### config.mk
export PLATFORM = sky130hd
export DESIGN_NAME = rau_ctrl
export DESIGN_NICKNAME = d
export VERILOG_FILES = /design/src/hdl/rau_pkg.sv /design/src/hdl/rau_ctrl.sv
export SDC_FILE = /design/constraint.sdc
export NUM_CORES = 1
export LEC_CHECK = 0
export ABC_AREA = 0
export BUFFER_PORTS_ARGS = -buffer_cell sky130_fd_sc_hd__buf_2
export CORE_AREA = 2 2 39 41
export DETAILED_ROUTE_END_ITERATION = 10
export DIE_AREA = 0 0 41 43
export GPL_ROUTABILITY_DRIVEN = 0
export GPL_TIMING_DRIVEN = 0
export REMOVE_ABC_BUFFERS = 1
export SETUP_SLACK_MARGIN = 0.02
export SLEW_MARGIN = 20
export SYNTH_ARGS = -nofsm -noshare
export SYNTH_HDL_FRONTEND = slang
export SYNTH_SLANG_ARGS = --single-unit
### constraint.sdc
create_clock -name clk -period 4.2 [get_ports clk]
set_clock_uncertainty 0.1 [all_clocks]
set_input_delay 0 -clock clk [delete_from_list [all_inputs] [get_ports clk]]
set_output_delay 0 -clock clk [all_outputs]
set_load 0.01 [all_outputs]
### src/hdl/rau_pkg.sv
`timescale 1ns / 1ps

package rau_pkg;

  localparam int FIELD_W  = 32;
  localparam int DEN_W    = 31;
  localparam int KIND_W   = 4;
  localparam int STATUS_W = 2;

  localparam logic [KIND_W-1:0] KIND_ADD = 4'd0;
  localparam logic [KIND_W-1:0] KIND_SUB = 4'd1;
  localparam logic [KIND_W-1:0] KIND_MUL = 4'd2;
  localparam logic [KIND_W-1:0] KIND_DIV = 4'd3;
  localparam logic [KIND_W-1:0] KIND_LT  = 4'd4;
  localparam logic [KIND_W-1:0] KIND_LE  = 4'd5;
  localparam logic [KIND_W-1:0] KIND_GT  = 4'd6;
  localparam logic [KIND_W-1:0] KIND_GE  = 4'd7;
  localparam logic [KIND_W-1:0] KIND_EQ  = 4'd8;

  localparam logic [STATUS_W-1:0] ST_OK       = 2'd0;
  localparam logic [STATUS_W-1:0] ST_ZERO_DEN = 2'd1;
  localparam logic [STATUS_W-1:0] ST_OVERFLOW = 2'd2;

  // datapath operations issued by the controller
  typedef enum logic [3:0] {
    OP_NONE,
    OP_LOAD,
    OP_MUL0,
    OP_MUL1,
    OP_MUL2,
    OP_COMBINE,
    OP_GCD,
    OP_GCD_FIN,
    OP_DIV,
    OP_FINISH
  } dp_op_t;

  typedef struct packed {
    dp_op_t op;
  } cmd_t;

  typedef struct packed {
    logic skip;      // unknown kind, zero denominator or compare: no reduction
    logic num_zero;  // arithmetic numerator is zero
    logic gcd_done;
    logic div_last;
    logic out_busy;  // result register full and stalled
  } sts_t;

endpackage

### src/hdl/rau_ctrl.sv
`timescale 1ns / 1ps

module rau_ctrl (
  input  logic          clk,
  input  logic          rst_n,
  input  logic          in_valid,
  output logic          in_stall,
  input  rau_pkg::sts_t sts,
  output rau_pkg::cmd_t cmd
);

  typedef enum logic [7:0] {
    S_IDLE = 8'b0000_0001,
    S_MUL0 = 8'b0000_0010,
    S_MUL1 = 8'b0000_0100,
    S_MUL2 = 8'b0000_1000,
    S_COMB = 8'b0001_0000,
    S_GCD  = 8'b0010_0000,
    S_DIV  = 8'b0100_0000,
    S_FIN  = 8'b1000_0000
  } state_t;

  state_t state_r, state_nxt;

  assign in_stall = (state_r != S_IDLE);

  always_comb begin
    state_nxt = state_r;
    cmd.op    = rau_pkg::OP_NONE;
    unique case (state_r)
      S_IDLE: begin
        if (in_valid) begin
          cmd.op    = rau_pkg::OP_LOAD;
          state_nxt = S_MUL0;
        end
      end
      S_MUL0: begin
        cmd.op    = rau_pkg::OP_MUL0;
        state_nxt = S_MUL1;
      end
      S_MUL1: begin
        cmd.op    = rau_pkg::OP_MUL1;
        state_nxt = S_MUL2;
      end
      S_MUL2: begin
        cmd.op    = rau_pkg::OP_MUL2;
        state_nxt = S_COMB;
      end
      S_COMB: begin
        if (sts.skip || sts.num_zero) begin
          state_nxt = S_FIN;
        end else begin
          cmd.op    = rau_pkg::OP_COMBINE;
          state_nxt = S_GCD;
        end
      end
      S_GCD: begin
        if (sts.gcd_done) begin
          cmd.op    = rau_pkg::OP_GCD_FIN;
          state_nxt = S_DIV;
        end else begin
          cmd.op = rau_pkg::OP_GCD;
        end
      end
      S_DIV: begin
        cmd.op = rau_pkg::OP_DIV;
        if (sts.div_last) state_nxt = S_FIN;
      end
      S_FIN: begin
        if (!sts.out_busy) begin
          cmd.op    = rau_pkg::OP_FINISH;
          state_nxt = S_IDLE;
        end
      end
      default: state_nxt = S_IDLE;
    endcase
  end

  always_ff @(posedge clk) begin
    if (!rst_n) state_r <= S_IDLE;
    else        state_r <= state_nxt;
  end

  a_accept_starts: assert property (@(posedge clk) disable iff (!rst_n)
    (in_valid && !in_stall) |=> (state_r == S_MUL0))
    else $error("accepted request did not start the multiply sequence");

  a_fin_only_from_fin: assert property (@(posedge clk) disable iff (!rst_n)
    (cmd.op == rau_pkg::OP_FINISH) |=> (state_r == S_IDLE))
    else $error("controller did not return to idle after finishing");

  a_div_after_gcd: assert property (@(posedge clk) disable iff (!rst_n)
    $rose(state_r == S_DIV) |-> ($past(state_r) == S_GCD))
    else $error("division entered without a completed gcd");

endmodule

Yosys cells after proc, flatten, opt, wreduce, memory -nomap -nowiden
Cells that the tools add are included.
Word-level totals
  flip-flop bits (word level): 8
  latch bits: 0
  RAM bits: 0
  memory bits (read-only): 0
  output and inout bits: 5
  word-level logic and storage cells: 27
  memories kept: 0
Cells by class
  add/sub/neg operators: 0
  $mul: 0
  div/mod/pow operators: 0
  order comparisons: 0
  equality and inequality tests: 13
  shifts and indexed selects: 0
  mux-type cells: 11
  bitwise gates (word level): 0
  reductions and logical operators: 2
Operators with widths (number)
  $pmux 8 s8: 1
  $mux 8: 5
  $pmux 4 s8: 1
  $eq 8x1->1 const B: 1
  $eq 8x2->1 const B: 1
  $eq 8x3->1 const B: 1
  $eq 8x4->1 const B: 1
  $eq 8x5->1 const B: 1
  $eq 8x6->1 const B: 1
  $eq 8x7->1 const B: 1
  $eq 8x8->1 const B: 1
  $ne 2x2->1 const B: 4
  $ne 8x1->1 const B: 1
  $mux 4: 1
  $reduce_and 4->1: 1
  $mux 3: 1
  $mux 1: 2
  $logic_or 1x1->1: 1

Logic depth before layout (Yosys ltp)
  word-level depth: 3
  depth in mapped cells: 6

Least setup slack after synthesis
OpenSTA, ideal clock, no wires.
  path type: register to register
  start: reg state_r[6]
  end: reg state_r[7]
  setup time: 0.065 ns
  arrival: 1.671 ns
  required time: 4.035 ns
  setup slack: 2.364 ns
  stages on the path, launching flop included: 6
  path buffers: 0
  period minus slack after synthesis: 1.836 ns
  cell sequence: dfxtp_1 > or4_1 > or4b_4 > o22ai_2 > mux2i_1 > nor2b_1
On the way
  cells in the longest elaborated chain, start to end: 3
  elaborated cells between the ends (all ways): 14
  classes of those cells: eq/ne (12); mux (1); reduce/logical (1)
RTL lines
  start, declared: line rau_ctrl.sv:23  | state_t state_r, state_nxt;
  start signal, assigned: line rau_ctrl.sv:81  | else state_r <= state_nxt;
  $eq 8x6->1 (tied with other cells): line rau_ctrl.sv:30  | unique case (state_r)
  $ne 2x2->1 (no source line)
  $reduce_and 4->1 (no source line)
Parallel ways exist; a longest one is shown, timed or not.
A chain may end at the register's enable or synchronous reset.

Worst setup path after layout
  start: reg state_r[6]
  end: reg state_r[0]
Same word-level chain as after synthesis.

==> flow_metrics.env <==
export IMPL_synth_compound_area_frac=0.187
export IMPL_top_register="state_r"
export IMPL_worst_setup_path_start_kind="flop"
export IMPL_first_pass_grt_wire_length_um=1970
export IMPL_combinational_family_with_the_most_area_after_synthesis="simple AND/OR/NAND/NOR gates"
export IMPL_top_regs="state_r: 8 flops"
export IMPL_grt_antenna_before_repair=0
export IMPL_drcViolationCount=0
export IMPL_max_clock_freq_mhz=396
export IMPL_ys_flop_type="sky130_fd_sc_hd__dfxtp_1"
export IMPL_fp_dieW_um=41
export IMPL_yosysMostFrequentCell="sky130_fd_sc_hd__nor2_1"
export IMPL_cap_violations=0
export IMPL_global_route_overflow_total=0
export IMPL_cts_htree_levels=1
export IMPL_layout_drive_gt1_share=0.250
export IMPL_slew_violations=0
export IMPL_synth_adder_area_share=0
export IMPL_largest_reg_flops=8
export IMPL_antennaDiodeCount=0
export IMPL_setup_viol_count_final=0
export IMPL_largest_net_degree_at_the_start_of_global_routing=9
export IMPL_synth_async_reset_ratio=0
export IMPL_io_pin_count=13
export IMPL_tightest_slew_ns=0.463
export IMPL_detail_route_wirelength_met1_um=544
export IMPL_reg2reg_from="state_r[6]"
export IMPL_row_count=14
export IMPL_cts_root_cell="sky130_fd_sc_hd__clkbuf_4"
export IMPL_grt_util_all_layers=0.167
export IMPL_die_height_um=43
export IMPL_synth_sequential_area_ratio=0.307
export IMPL_total_number_of_yosys_warnings=0
export IMPL_wl_met3_um=48
export IMPL_met2_length_um=533
export IMPL_post_cts_resize_count=0
export IMPL_synthXorXnorAreaFrac=0
export IMPL_power_per_cell_area_mw_per_mm2=324
export IMPL_tns_ns=0
export IMPL_detailedRoute_firstPassIterationCount=4
export IMPL_worst_endpoint_arrival_ns=2.56
export IMPL_max_vdd_ir_drop_mv=0.132
export IMPL_critical_path_class="reg -> reg"
export IMPL_post_synth_main_area_contributors="sky130_fd_sc_hd__dfxtp_1 (31%), sky130_fd_sc_hd__nor2_1 (6.5%), sky130_fd_sc_hd__nand3b_1 (4.3%)"
export IMPL_multi_input_area_um2=347
export IMPL_synth_top_cells_by_count="sky130_fd_sc_hd__nor2_1 (9), sky130_fd_sc_hd__dfxtp_1 (8), sky130_fd_sc_hd__nand2_1 (4)"
export IMPL_area_delta_synth_final_pct=22.8
export IMPL_finalWorstSetupSlack_ns=1.67
export IMPL_slew_headroom=0.688
export IMPL_ctsLongestPathBuffers=2
export IMPL_avgRoutedWirePerCell_um=12.1
export IMPL_synth_area_per_cell_um2=8.15
export IMPL_synth_top_area_cell="sky130_fd_sc_hd__dfxtp_1"
export IMPL_final_net_count=90
export IMPL_whs_path_depth=3
export IMPL_area_of_the_mapped_netlist_um2=522
export IMPL_hp_class="in -> reg"
export IMPL_reg2reg_depth=6
export IMPL_clock_insertion_delay_worst_skew_ns=0.25
export IMPL_synth_simple_gate_area_share=0.439
export IMPL_leakage_uw=0.000282
export IMPL_postSynthRegisterBits=8
export IMPL_crit_fanout=7
export IMPL_wirelength_um=1160
export IMPL_number_of_global_route_vias_before_repair=485
export IMPL_start_util=0.377
export IMPL_placement_io_buffers=12
export IMPL_proportion_of_synthesized_area_in_mux_cells=0.0384
export IMPL_end_kind="flop"
export IMPL_detail_route_vias_per_cell=5.65
export IMPL_status="finished clean"
export IMPL_ff_latch_area_um2=160
export IMPL_r2r_end="state_r[0]"
export IMPL_setup_reg_to_reg_worst_slack_ns=1.67
export IMPL_clk_pin_slew_worst_paths_ns=0.05
export IMPL_ant_nets=0
export IMPL_critical_path_required_ns=4.23
export IMPL_route_top_layer_used="met4"
export IMPL_pre_cts_slack_ns=2.20
export IMPL_hold_viol=0
export IMPL_synth_enable_flop_cells=0
export IMPL_design_die_area_mm2=0.00176
export IMPL_netlist_instances=64
export IMPL_n_fill_cell=146
export IMPL_setup_repair_after_global_routing_missed_its_margin="no"
export IMPL_synth_cell_type_count=32
export IMPL_placeableCoreArea_mm2=0.00138
export IMPL_num_vias=542
export IMPL_min_to="state_r[5]"
export IMPL_detailed_place_hpwl_um=925
export IMPL_cts_tree="done"
export IMPL_fin_crit_ns=2.53
export IMPL_worstHoldStart="sts[2]"
export IMPL_synth_largest_type_area_fraction=0.307
export IMPL_total_power_uw=208
export IMPL_cts_buffers=3
export IMPL_final_min_period_over_clock_period=0.602
export IMPL_detailedRoute_firstIterationViolations=13
export IMPL_cts_sink_count=8
## what timing repair did
item                                   4_1_cts  5_1_grt
endpoints found under the hold margin        4        0
hold buffers                                 2        0
setup buffers                                0        0
## power breakdown
group / switching [µW] / total, µW / internal (µW)
sequential: 6.48 / 87.1 / 80.7
clock: 23.4 / 55.9 / 32.5
combinational: 33.4 / 64.5 / 31.1
total: 63.3 / 208 / 144
## how the worst max path moves through the flow
stage / from / to / slack (ns) / cells past startpoint
after floorplan: state_r[6] / state_r[7] / 2.36 / 5
after global placement: state_r[6] / state_r[4] / 2.23 / 5
after detailed placement: state_r[6] / state_r[2] / 2.20 / 5
after CTS: state_r[6] / state_r[0] / 1.66 / 6
after global routing: state_r[6] / state_r[0] / 1.59 / 6
final: state_r[6] / state_r[0] / 1.67 / 6
## cell usage in the layout, fill, tap and decap left out, types with 2 or more instances in the layout
| cell type | n |
|---|---|
| sky130_fd_sc_hd__mux2i_1 | 2 |
| sky130_fd_sc_hd__nor2b_1 | 3 |
| sky130_fd_sc_hd__inv_1 | 3 |
| sky130_fd_sc_hd__dlygate4sd3_1 | 2 |
| sky130_fd_sc_hd__nand2b_1 | 2 |
| sky130_fd_sc_hd__nor2_1 | 9 |
| sky130_fd_sc_hd__nand2_1 | 4 |
| sky130_fd_sc_hd__dfxtp_1 | 8 |
| sky130_fd_sc_hd__o21ai_0 | 2 |
| sky130_fd_sc_hd__clkbuf_4 | 3 |
| sky130_fd_sc_hd__nand3b_1 | 3 |
| sky130_fd_sc_hd__or4_1 | 2 |
| sky130_fd_sc_hd__buf_2 | 12 |
| sky130_fd_sc_hd__nor4_1 | 3 |
| sky130_fd_sc_hd__nor3_1 | 3 |
## routing by layer
| metal | up-vias | global-route usage |
|---|---|---|
| met5 | - | 0 |
| met4 | 0 | 0.140 |
| met3 | 4 | 0.0157 |
| met2 | 11 | 0.231 |
| met1 | 251 | 0.220 |
| li1 | 276 | - |
## cells by family (layout without fill, tap and decap cells)
| family | count (synthesis) | in the layout |
|---|---|---|
| buffers and inverters | 4 | 20 |
| multiplexers | 2 | 2 |
| AND/OR/NAND/NOR | 38 | 38 |
| AO/OA/AOI/OAI | 12 | 12 |
| flip-flops | 8 | 8 |
## area by class of cell
| class | count | share of cell area |
|---|---|---|
| Multi-Input combinational cell | 52 | 0.541 |
| Tap cell | 16 | 0.0313 |
| Inverter | 3 | 0.0176 |
| Sequential cell | 8 | 0.250 |
| Timing Repair Buffer | 14 | 0.125 |
| Clock buffer | 3 | 0.0352 |
## metrics by stage
step,hold slack [ns],cell area (µm²),utilization,instances
6_report,0.0129,641,0.463,96
2_1_floorplan,-0.0214,518,-,63
3_5_place_dp,0.148,598,0.432,91
3_3_place_gp,0.159,598,0.432,91
4_1_cts,0.00807,641,0.463,96
5_1_grt,0.0432,641,0.463,96
## critical path, cell delays in order (launching register included)
cell	delay [ns]
sky130_fd_sc_hd__dfxtp_1	0.36
sky130_fd_sc_hd__or4_1	0.61
sky130_fd_sc_hd__nor4_2	0.39
sky130_fd_sc_hd__a22oi_1	0.18
sky130_fd_sc_hd__nand4_1	0.11
sky130_fd_sc_hd__o221ai_1	0.10
sky130_fd_sc_hd__dlygate4sd3_1	0.57
Power figures use the tool's default switching activity.
